## src/sv/srt_ram.sv

```systemverilog
// ----------------------------------------------------------------------------
// srt_ram: generic simple dual-port RAM
// One write port, one read port with registered read data.
// ----------------------------------------------------------------------------
`timescale 1ns / 1ps
`default_nettype none

module srt_ram #(
  parameter int WIDTH = 8,
  parameter int DEPTH = 64
) (
  input  wire logic                     clk_i,
  input  wire logic                     we_i,
  input  wire logic [$clog2(DEPTH)-1:0] waddr_i,
  input  wire logic [WIDTH-1:0]         wdata_i,
  input  wire logic                     re_i,
  input  wire logic [$clog2(DEPTH)-1:0] raddr_i,
  output logic      [WIDTH-1:0]         rdata_o
);

  logic [WIDTH-1:0] mem_q [DEPTH];
  logic [WIDTH-1:0] rdata_q;

  always_ff @(posedge clk_i) begin
    if (we_i) begin
      mem_q[waddr_i] <= wdata_i;
    end
    if (re_i) begin
      rdata_q <= mem_q[raddr_i];
    end
  end

  assign rdata_o = rdata_q;

endmodule : srt_ram

`default_nettype wire

```

## config.mk

```make
export PLATFORM = sky130hd
export DESIGN_NAME = srt_ram
export DESIGN_NICKNAME = d
export VERILOG_FILES = /design/src/sv/srt_ram.sv
export SDC_FILE = /design/constraint.sdc
export NUM_CORES = 1
export LEC_CHECK = 0
export BUFFER_PORTS_ARGS = -buffer_cell sky130_fd_sc_hd__buf_2
export CORE_MARGIN = 2
export CORE_UTILIZATION = 35
export DETAILED_ROUTE_END_ITERATION = 7
export PLACE_DENSITY = 0.59
export RECOVER_POWER = 50
export SYNTH_ARGS = -nofsm -noshare
export SYNTH_HDL_FRONTEND = slang
export SYNTH_SLANG_ARGS = --single-unit
export TNS_END_PERCENT = 20
```

## constraint.sdc

```tcl
create_clock -name clk_i -period 2.02 [get_ports clk_i]
set_clock_uncertainty 0.15 [all_clocks]
set_input_delay 0.202 -clock clk_i [delete_from_list [all_inputs] [get_ports clk_i]]
set_output_delay 0.202 -clock clk_i [all_outputs]
set_load 0.05 [all_outputs]
```

* After elaboration in Yosys (flattened, before gate mapping) *
Memory sizes are Yosys's and may differ from the RTL's. A register that Yosys moved wholly into a read port is not among the register bits.
Index checks and enable logic that the tools add are counted.

word-level totals
  bits in registers = 0
  memory bits (writable) = 512
  bits of input ports = 23
  output and inout port bits = 8
  word-level logic and storage cells = 3
  memories kept = 1

memory list
  memory  words  bits a word  rd ports  clocked after memory_dff  write ports  RTL line  source
  mem_q   64     8            1         1                         1            21        logic [WIDTH-1:0] mem_q [DEPTH];

cells by class
  multiplexer cells = 2

operators by type and width
  operator           count
  1-bit two-way mux  2

* Longest topological paths before layout *
Gate-level depths: netlist of the first run.

  word-level depth = 2
  mapped depth = 9
  mapped depth without buffers = 5

* Worst setup path after synthesis of the first run *
No wires, ideal clock.

  path kind = input to register
  start point = in raddr_i[1]
  end point = reg rdata_q[3], in the netlist rdata_o[3] (read register of mem_q) (data pin)
  setup time = 266 ps
  arrival = 1742 ps
  path slack = -138 ps
  cell stages on the path = 7
  cells stage by stage = buf_4 -> buf_2 -> buf_2 -> mux4_2 -> mux4_2 -> o21ai_1 -> o41ai_1

RTL lines
  element          RTL line  source
  start, declared  17        input wire logic [$clog2(DEPTH)-1:0] raddr_i,
  end, declared    22        logic [WIDTH-1:0] rdata_q;

==> flow_metrics.py, run 1 <==
metrics = {
    "timing": {
        "slew_headroom_pct": 2.208,
        "fmax_mhz": 468.4,
        "worst_pin_slew_ns": 1.467,
        "setup_slack_ns": -0.1148,
        "setup_violations": 7,
        "hold_violations": 0,
        "rsz0062_at_grt": "yes",
        "fin_crit_sh_pct": 105.7,
        "finalSetupTns_ns": -0.3846,
        "period_needed_ns": 2.135,
        "maxSlewViolCount": 0,
        "hold_ws_ns": 0.07029,
    },
    "yosys": {
        "synth_mux_area_share_pct": 15.88,
        "synth-xor-area-share_pct": 0,
        "syn_avg_cell_area_sq_um": 21.54,
        "synth-adder-area-share_pct": 0,
        "synth_nets": 963,
        "ys_seq_area_share_pct": 77.12,
        "yosys.area_share.simple_pct": 3.374,
        "netlist_area_sq_um": 20250,
        "synth_edf_count": 520,
        "synth.distinct_cells": 39,
        "synth-main-ff-cell": "edfxtp_1",
        "yosysWarningCount": 0,
        "syn_inst": 940,
        "async_flop_share_pct": 0,
        "ys_ff_latch": 520,
        "synth_top_family_by_area": "multiplexers",
        "synth_compound_area_share_pct": 2.064,
    },
    "clock_network": {
        "cts_buffer_depth": 3,
        "post_cts_buffers": 0,
        "worst_skew_pair.late_latency_ns": 0.59,
        "cts_tree": "built",
        "numClockSinks": 520,
        "cts_max_level": 2,
        "clk_pin_slew_ns": 0.06,
        "cts_buffers": 53,
        "root_buffer": "clkbuf_16",
    },
    "power_and_ir_drop": {
        "power_leakage_nw": 7.851,
        "swShare_pct": 20.74,
        "p_sw_mw": 4.737,
        "ir_worst_vdd_uv": 589.3,
        "clkPwrFrac_pct": 41.7,
        "power_mw": 22.84,
        "p_seq_share_pct": 52.6,
        "p_int_mw": 18.10,
        "p_per_area_nw_per_um2": 939.1,
        "comb_power_share_pct": 5.8,
    },
    "hold_path": {
        "min_to": "mem_q[49][0]",
        "whs_path_depth": 3,
        "hold_path.class": "in -> reg",
        "hold_start": "waddr_i[2]",
    },
    "setup_path": {
        "cpLargestDelayFamily": "multiplexers",
        "r2r_setup_slack_ns": -0.11,
        "cp_num_buf_inv": 0,
        "rr_startpoint": "mem_q[4][2]",
        "cp_common_cell": "mux4_2",
        "cp.depth": 5,
        "criticalPathCategory": "reg -> reg",
        "path_cells": "mux4_2, mux4_2, nor2_4, nor3_2, o2bb2ai_1",
        "crit_required_ns": 2.19,
        "cp_slowest_stage_delay_ns": 0.53,
        "end_kind": "flip-flop",
        "rr_worst_depth": 5,
        "startpoint_type": "flip-flop",
        "arrival_ns": 2.31,
        "cp_max_fo": 1,
        "cp_slowest_cell": "mux4_2",
        "timing.rr.end": "rdata_o[2]",
    },
    "placed_design": {
        "port_buffers": 30,
        "hpwl_um": 30840,
        "dp_worst_setup_slack_ns": -0.6186,
        "gp_congestion": 0.7922,
        "place_area_sq_um": 22590,
    },
    "status": {
        "status": "finished with violations",
        "violations": "negative setup slack",
    },
    "floorplanning": {
        "fp-row-count": 88,
        "core-area_sq_um": 57480,
        "dieArea_sq_um": 59790,
        "boundaryPins": 31,
        "die_w_um": 244.5,
        "die_h_um": 244.5,
        "initial_utilization_pct": 35.23,
    },
    "route": {
        "drt_iter0_drc": 985,
        "ant_nets": 0,
        "post_drt_wl_per_cell_um": 23.93,
        "via_count": 10150,
        "drt-total-wl_um": 47020,
        "avgViaCountPerCell": 5.163,
        "drc": 0,
        "firstDrtPassIters": 5,
    },
    "final_layout": {
        "final_common_cell": "edfxtp_1",
        "syn2layout_area_growth_pct": 20.13,
        "layout_common_cells": "edfxtp_1, buf_4, mux4_2",
        "drive_gt1_share_pct": 35.28,
        "design_area_sq_um": 24320,
        "num-nets-final": 1179,
        "fill_cells": 5020,
    },
    "grt": {
        "grt_pass1_vias": 10530,
        "grt_use_total_pct": 16.00,
        "globalRouteOverflowTotal": 0,
        "antenna_found_initial": 1,
        "grt_max_degree": 65,
        "grt_pass1_wl_um": 70310,
    },
    "run": {
        "drv_cap": 0,
    },
}
-- kinds of logic (layout without fill, tap and decap cells) --
kind of cell,count (synthesis),in the layout
buffers and inverters,51,310
multiplexers,162,162
flip-flops,520,520
other,0,1
AND/OR/NAND/NOR,153,153
AO/OA/AOI/OAI,54,54
-- worst max path at each step --
stage / startpoint / slack [ns] / endpoint
6_report: mem_q[4][2] / -0.11 / rdata_o[2]
5_1_grt: mem_q[7][2] / -0.18 / rdata_o[2]
4_1_cts: mem_q[7][2] / -0.10 / rdata_o[2]
3_5_place_dp: raddr_i[0] / -0.62 / rdata_o[0]
3_3_place_gp: raddr_i[0] / -0.61 / rdata_o[0]
2_1_floorplan: raddr_i[0] / -0.02 / rdata_o[7]
-- per-stage QoR --
stage / std cells / util, %
after global placement: 1864 / 39.30
after floorplan: 940 / -
after global routing: 1964 / 42.32
after detailed placement: 1864 / 39.30
final: 1965 / 42.32
after CTS: 1964 / 42.45
-- state kept, by name, summed over array words and instances, names as in the netlist --
register	count
mem_q	512
rdata_o	8
-- metal layers --
layer	vias up	track usage, %	wire [um]
met5	-	0	0
met1	5341	22.54	20310
met4	0	5.273	1240
li1	4384	-	-
met3	73	2.392	2934
met2	348	25.64	22540
-- repair_timing --
| item | in CTS | in global routing |
|---|---|---|
| endpoints found under the hold margin | 16 | 0 |
| pin swaps | 3 | 0 |
| gates resized for setup | 21 | 3 |
| setup endpoints to repair | 8 | 8 |
| hold buffers | 2 | 0 |
-- worst min-delay path: cells and delay by family --
family	cells	cell delay [ns]
buffers and inverters	2	0.33
AND/OR/NAND/NOR	1	0.10
-- cell usage after synthesis, types with 2 or more instances --
cell type / n / area share, %
a2111oi_0: 2 / 0.087
a211oi_1: 4 / 0.15
a21oi_1: 3 / 0.074
a221oi_1: 6 / 0.26
a22oi_1: 3 / 0.11
buf_1: 4 / 0.074
buf_12: 2 / 0.20
buf_2: 11 / 0.27
buf_4: 13 / 0.48
buf_6: 4 / 0.22
clkbuf_1: 17 / 0.32
edfxtp_1: 520 / 77
mux2_2: 13 / 0.72
mux2i_1: 23 / 1.1
mux4_2: 126 / 14
nand2_1: 19 / 0.35
nand2b_1: 7 / 0.22
nand3_1: 13 / 0.32
nand3b_1: 3 / 0.11
nand4_1: 2 / 0.062
nor2_1: 83 / 1.5
nor2b_1: 14 / 0.43
nor3_1: 7 / 0.17
nor4_1: 2 / 0.062
o2111ai_1: 3 / 0.13
o21a_1: 2 / 0.074
o21ai_0: 2 / 0.049
o21ai_1: 2 / 0.049
o221a_2: 2 / 0.11
o221ai_1: 8 / 0.35
o22ai_1: 8 / 0.25
o2bb2ai_1: 3 / 0.13
o32ai_1: 2 / 0.087
o41ai_1: 2 / 0.087
-- final cells by class --
cell class | instances | area [sq um] | share of cell area [%]
diodes | 1 | 2.502 | 0.01029
clock buffers | 65 | 1414 | 5.813
clock inverters | 33 | 282.8 | 1.163
multi-input cells | 369 | 4420 | 18.17
flip-flops and latches | 520 | 15620 | 64.20
well taps | 765 | 957.2 | 3.935
repair buffers | 212 | 1632 | 6.708
-- power groups by stage --
| stage | sequential, mW | combinational (mW) | clock [mW] |
|---|---|---|---|
| 3_5_place_dp | 12.2 | 1.32 | 0 |
| 4_1_cts | 12.0 | 1.35 | 9.72 |
| 2_1_floorplan | 12.3 | 0.645 | 0 |
| 6_report | 12.0 | 1.32 | 9.51 |
| 3_3_place_gp | 12.2 | 1.30 | 0 |
| 5_1_grt | 12.0 | 1.41 | 10.1 |
Note: power is estimated with default switching activity, not from simulation.
==> inputs of run 2 (changes only) <==
--- a/config.mk
+++ b/config.mk
@@ -10,7 +10,6 @@
 export CORE_UTILIZATION = 35
 export DETAILED_ROUTE_END_ITERATION = 7
 export PLACE_DENSITY = 0.59
-export RECOVER_POWER = 50
 export SYNTH_ARGS = -nofsm -noshare
 export SYNTH_HDL_FRONTEND = slang
 export SYNTH_SLANG_ARGS = --single-unit
==> run 2 against run 1 <==
The run still ends with negative setup slack left. Wire length decreased by 0.22%. Flip-flop and latch count is the same. Register-to-register slack improved by 0.02 ns. Global-route usage unchanged. Clock-buffer cell count stayed put. Combinational power is essentially flat. Hold slack got worse by 0.030 ns. Clock power barely moved. Largest power group unchanged.
==> flow_metrics.py, run 2 (synthesis gave the netlist of run 1 again) <==
metrics = {
    "status": {
        "status": "finished with violations",
        "violations": "negative setup slack",
    },
    "floorplanning": {
        "core-area_sq_um": 57480,
        "boundaryPins": 31,
        "dieArea_sq_um": 59790,
        "die_h_um": 244.5,
        "initial_utilization_pct": 35.23,
        "die_w_um": 244.5,
        "fp-row-count": 88,
    },
    "clock_network": {
        "cts_buffers": 53,
        "clk_pin_slew_ns": 0.06,
        "root_buffer": "clkbuf_16",
        "numClockSinks": 520,
        "worst_skew_pair.late_latency_ns": 0.59,
        "post_cts_buffers": 0,
        "cts_buffer_depth": 3,
        "cts_max_level": 2,
        "cts_tree": "built",
    },
    "timing": {
        "period_needed_ns": 2.113,
        "slew_headroom_pct": 36.84,
        "hold_violations": 0,
        "hold_ws_ns": 0.03997,
        "setup_violations": 6,
        "rsz0062_at_grt": "yes",
        "fin_crit_sh_pct": 104.6,
        "finalSetupTns_ns": -0.3522,
        "fmax_mhz": 473.2,
        "setup_slack_ns": -0.09306,
        "worst_pin_slew_ns": 0.9473,
        "maxSlewViolCount": 0,
    },
    "power_and_ir_drop": {
        "comb_power_share_pct": 5.8,
        "ir_worst_vdd_uv": 589.2,
        "clkPwrFrac_pct": 41.7,
        "power_mw": 22.86,
        "swShare_pct": 20.77,
        "p_sw_mw": 4.747,
        "power_leakage_nw": 7.927,
        "p_int_mw": 18.11,
        "p_per_area_nw_per_um2": 936.3,
        "p_seq_share_pct": 52.5,
    },
    "grt": {
        "antenna_found_initial": 1,
        "globalRouteOverflowTotal": 0,
        "grt_use_total_pct": 16.00,
        "grt_max_degree": 65,
        "grt_pass1_wl_um": 70310,
        "grt_pass1_vias": 10530,
    },
    "route": {
        "avgViaCountPerCell": 5.166,
        "drc": 0,
        "drt_iter0_drc": 1053,
        "firstDrtPassIters": 5,
        "drt-total-wl_um": 46920,
        "ant_nets": 0,
        "via_count": 10150,
        "post_drt_wl_per_cell_um": 23.89,
    },
    "final_layout": {
        "fin_util_pct": 42.47,
        "largest_reg_flops": 512,
        "regMostFlops": "mem_q",
        "num-nets-final": 1179,
        "final_common_cell": "edfxtp_1",
        "layout_common_cells": "edfxtp_1, buf_4, mux4_2",
        "design_area_sq_um": 24410,
        "drive_gt1_share_pct": 36.70,
        "fin_cells": 1964,
        "syn2layout_area_growth_pct": 20.57,
        "num_antenna_cells": 0,
    },
    "placed_design": {
        "port_buffers": 30,
        "hpwl_um": 30840,
        "dp_worst_setup_slack_ns": -0.6186,
        "place_area_sq_um": 22590,
        "dp_cells": 1864,
        "gp_congestion": 0.7922,
    },
    "hold_path": {
        "hold_path.class": "in -> reg",
    },
    "run": {
        "drv_cap": 0,
    },
    "setup_path": {
        "arrival_ns": 2.29,
        "end_kind": "flip-flop",
        "cp_max_fo": 1,
        "startpoint_type": "flip-flop",
        "crit_required_ns": 2.19,
        "criticalPathCategory": "reg -> reg",
    },
}
-- run 2: changes by cell type in the layout (fill, tap and decap cells not counted) --
cell	change
buf_12	+2
buf_2	+6
buf_4	+16
clkbuf_1	-17
clkbuf_2	-7
diode_2	-1
-- run 2: layer usage --
layer | wire length [um] | vias to the layer above | GRT usage (%)
li1 | - | 4384 | -
met1 | 20560 | 5380 | 22.54
met2 | 22500 | 310 | 25.64
met3 | 2607 | 73 | 2.392
met4 | 1246 | 0 | 5.273
met5 | 0 | - | 0
-- run 2: timing repair --
action                                 in CTS  in global routing
resized for setup                          21                  3
pin swaps                                   3                  0
endpoints found under the hold margin      16                  0
setup endpoints to repair                   8                  8
hold buffers                                2                  0
-- run 2: critical path, stage by stage (launching register included) --
cell and delay, ns:
edfxtp_1 0.38, mux4_2 0.49, mux4_2 0.53, nor2_4 0.13
nor3_2 0.05, o2bb2ai_1 0.12
-- run 2: power by group through the flow --
| stage | clock network [mW] | logic [mW] | registers (mW) |
|---|---|---|---|
| after global routing | 10.1 | 1.43 | 12.0 |
| after detailed placement | 0 | 1.32 | 12.2 |
| after floorplan | 0 | 0.645 | 12.3 |
| after global placement | 0 | 1.30 | 12.2 |
| final | 9.52 | 1.34 | 12.0 |
| after CTS | 9.72 | 1.35 | 12.0 |
-- run 2: final timing paths --
path                              startpoint      endpoint  slack [ns]  cells after the start
worst min register to register  mem_q[18][0]    rdata_o[0]        0.74                      4
worst min-delay path              wdata_i[1]  mem_q[41][1]        0.04                      1
worst max register to register   mem_q[4][2]    rdata_o[2]       -0.09                      5
worst max-delay path             mem_q[4][2]    rdata_o[2]       -0.09                      5
-- run 2: layout make-up --
type / count / area (sq um)
timing repair buffer: 212 / 1723
sequential: 520 / 15620
clock inverter: 33 / 282.8
multi-input combinational: 369 / 4420
clock buffer: 65 / 1414
fill: 5005 / 33060
tap: 765 / 957.2
==> inputs of run 3 (changes only) <==
--- a/config.mk
+++ b/config.mk
@@ -9,6 +9,7 @@
 export CORE_MARGIN = 2
 export CORE_UTILIZATION = 35
 export DETAILED_ROUTE_END_ITERATION = 7
+export GPL_ROUTABILITY_DRIVEN = 0
 export PLACE_DENSITY = 0.59
 export SYNTH_ARGS = -nofsm -noshare
 export SYNTH_HDL_FRONTEND = slang
==> constraint.sdc (replaced) <==
create_clock -name clk_i -period 2.02 [get_ports clk_i]
set_clock_uncertainty 0.15 [all_clocks]
set_input_delay 0.303 -clock clk_i [delete_from_list [all_inputs] [get_ports clk_i]]
set_output_delay 0.303 -clock clk_i [all_outputs]
set_load 0.05 [all_outputs]
==> run 3 against run 2 <==
Non-clock buffer count shrank 6. Utilization shrank 0.054 points. Register-to-register slack is essentially flat. Die area is the same. Combinational power is essentially flat. Largest power group unchanged. Cell count shrank 0.56%. Sequential share of layout area grew 0.082 points. The run still ends with negative setup slack left. Global-route usage shrank 0.24 points. Largest cell class unchanged. Clock-buffer cell count grew 1. Hold slack gained 0.13 ns. Critical path depth shrank 1. Flip-flop and latch count is the same.
==> flow_metrics.py, run 3 (synthesis gave the netlist of run 1 again) <==
metrics = {
    "setup_path": {
        "end_kind": "flip-flop",
        "cp_common_cell": "mux4_2",
        "startpoint_type": "flip-flop",
        "path_cells": "mux4_2, mux4_2, nor2_2, o32ai_2",
        "arrival_ns": 2.30,
        "r2r_setup_slack_ns": -0.09,
        "rr_startpoint": "mem_q[50][4]",
        "cp_slowest_cell": "mux4_2",
        "rr_worst_depth": 4,
        "criticalPathCategory": "reg -> reg",
        "cp_max_fo": 1,
        "crit_required_ns": 2.21,
        "cp_slowest_stage_delay_ns": 0.54,
        "timing.rr.end": "rdata_o[4]",
    },
    "final_layout": {
        "drive_gt1_share_pct": 36.20,
        "layout_common_cells": "edfxtp_1, buf_4, mux4_2",
        "syn2layout_area_growth_pct": 20.42,
        "num-nets-final": 1173,
        "final_common_cell": "edfxtp_1",
        "num_antenna_cells": 0,
        "design_area_sq_um": 24380,
        "largest_reg_flops": 512,
        "regMostFlops": "mem_q",
    },
    "timing": {
        "rsz0062_at_grt": "yes",
        "fin_crit_sh_pct": 104.6,
        "hold_violations": 0,
        "fmax_mhz": 473.2,
        "hold_ws_ns": 0.1707,
        "maxSlewViolCount": 0,
        "setup_slack_ns": -0.09310,
        "slew_headroom_pct": 22.43,
        "period_needed_ns": 2.113,
        "worst_pin_slew_ns": 1.164,
        "setup_violations": 6,
    },
    "floorplanning": {
        "dieArea_sq_um": 59790,
        "die_h_um": 244.5,
        "die_w_um": 244.5,
        "core-area_sq_um": 57480,
        "initial_utilization_pct": 35.23,
        "fp-row-count": 88,
        "boundaryPins": 31,
    },
    "clock_network": {
        "cts_max_level": 2,
        "cts_buffers": 53,
        "cts_buffer_depth": 3,
        "worst_skew_pair.late_latency_ns": 0.59,
        "post_cts_buffers": 0,
        "root_buffer": "clkbuf_16",
        "numClockSinks": 520,
        "cts_tree": "built",
        "clk_pin_slew_ns": 0.06,
    },
    "grt": {
        "grt_pass1_wl_um": 68860,
        "grt_use_total_pct": 15.76,
        "grt_pass1_vias": 10360,
        "antenna_found_initial": 2,
        "globalRouteOverflowTotal": 0,
        "grt_max_degree": 65,
    },
    "route": {
        "ant_nets": 0,
        "drc": 0,
        "post_drt_wl_per_cell_um": 23.66,
        "drt-total-wl_um": 46210,
        "firstDrtPassIters": 5,
        "drt_iter0_drc": 857,
        "avgViaCountPerCell": 5.127,
        "via_count": 10010,
    },
    "run": {
        "drv_cap": 0,
    },
    "power_and_ir_drop": {
        "p_per_area_nw_per_um2": 932.4,
        "ir_worst_vdd_uv": 721.3,
        "power_leakage_nw": 7.904,
    },
    "placed_design": {
        "port_buffers": 30,
        "hpwl_um": 29440,
        "place_area_sq_um": 22600,
    },
    "status": {
        "status": "finished with violations",
        "violations": "negative setup slack",
    },
    "hold_path": {
        "hold_start": "waddr_i[2]",
        "min_to": "mem_q[48][1]",
        "whs_path_depth": 3,
        "hold_path.class": "in -> reg",
    },
}
## run 3: what timing repair did
item                                   CTS  global route
endpoints found under the hold margin    8             0
hold buffers                             1             0
setup endpoints to repair                8             7
resized for setup                       25             1
pin swaps                                4             1
## run 3: worst max-delay path by stage
stage	from	end	depth (start not counted)
floorplan	raddr_i[0]	rdata_o[7]	7
global placement	raddr_i[0]	rdata_o[4]	7
detailed placement	raddr_i[0]	rdata_o[4]	7
CTS	mem_q[6][1]	rdata_o[1]	5
global route	mem_q[29][4]	rdata_o[4]	5
finish	mem_q[50][4]	rdata_o[4]	4
## run 3: routing by layer
layer / global-route usage, % / vias to the layer above / share of wire (%)
met3: 3.095 / 73 / 6.2
met5: 0 / - / 0.017
met2: 25.44 / 321 / 48
li1: - / 4352 / -
met4: 4.986 / 2 / 2.5
met1: 21.59 / 5265 / 43
## run 3: worst max-delay path, delay by kind of cell, from the launching register on
family | cells | cell delay, ns
muxes | 2 | 1.06
DFF | 1 | 0.38
and+or+nand+nor | 1 | 0.17
AOI/OAI and AO/OA | 1 | 0.10
## run 3: metrics by stage
| stage | setup TNS (ns) | setup slack, ns | utilization, % | total power [mW] | std cells |
|---|---|---|---|---|---|
| 6_report | -0.2748 | -0.09310 | 42.42 | 22.73 | 1953 |
| 3_5_place_dp | -4.916 | -0.7652 | 39.32 | 13.56 | 1860 |
| 3_3_place_gp | -4.868 | -0.7023 | 39.32 | 13.54 | 1860 |
| 2_1_floorplan | -0.9051 | -0.1183 | - | 12.91 | 940 |
| 4_1_cts | -0.3054 | -0.08291 | 42.41 | 22.97 | 1953 |
| 5_1_grt | -0.5897 | -0.1414 | 42.42 | 23.40 | 1953 |
## run 3: final cells by class
cell class,instances,area [sq um]
fill,5045,33090
sequential,520,15620
multi-input combinational,369,4434
timing repair buffer,206,1720
clock buffer,66,1418
tap,765,957.2
clock inverter,27,236.5
## run 3: report_power, final
part,internal (mW),switching (mW)
Clock,5.45,3.93
Combinational,0.567,0.788
Sequential,12.0,0.0290
Total,18.0,4.75
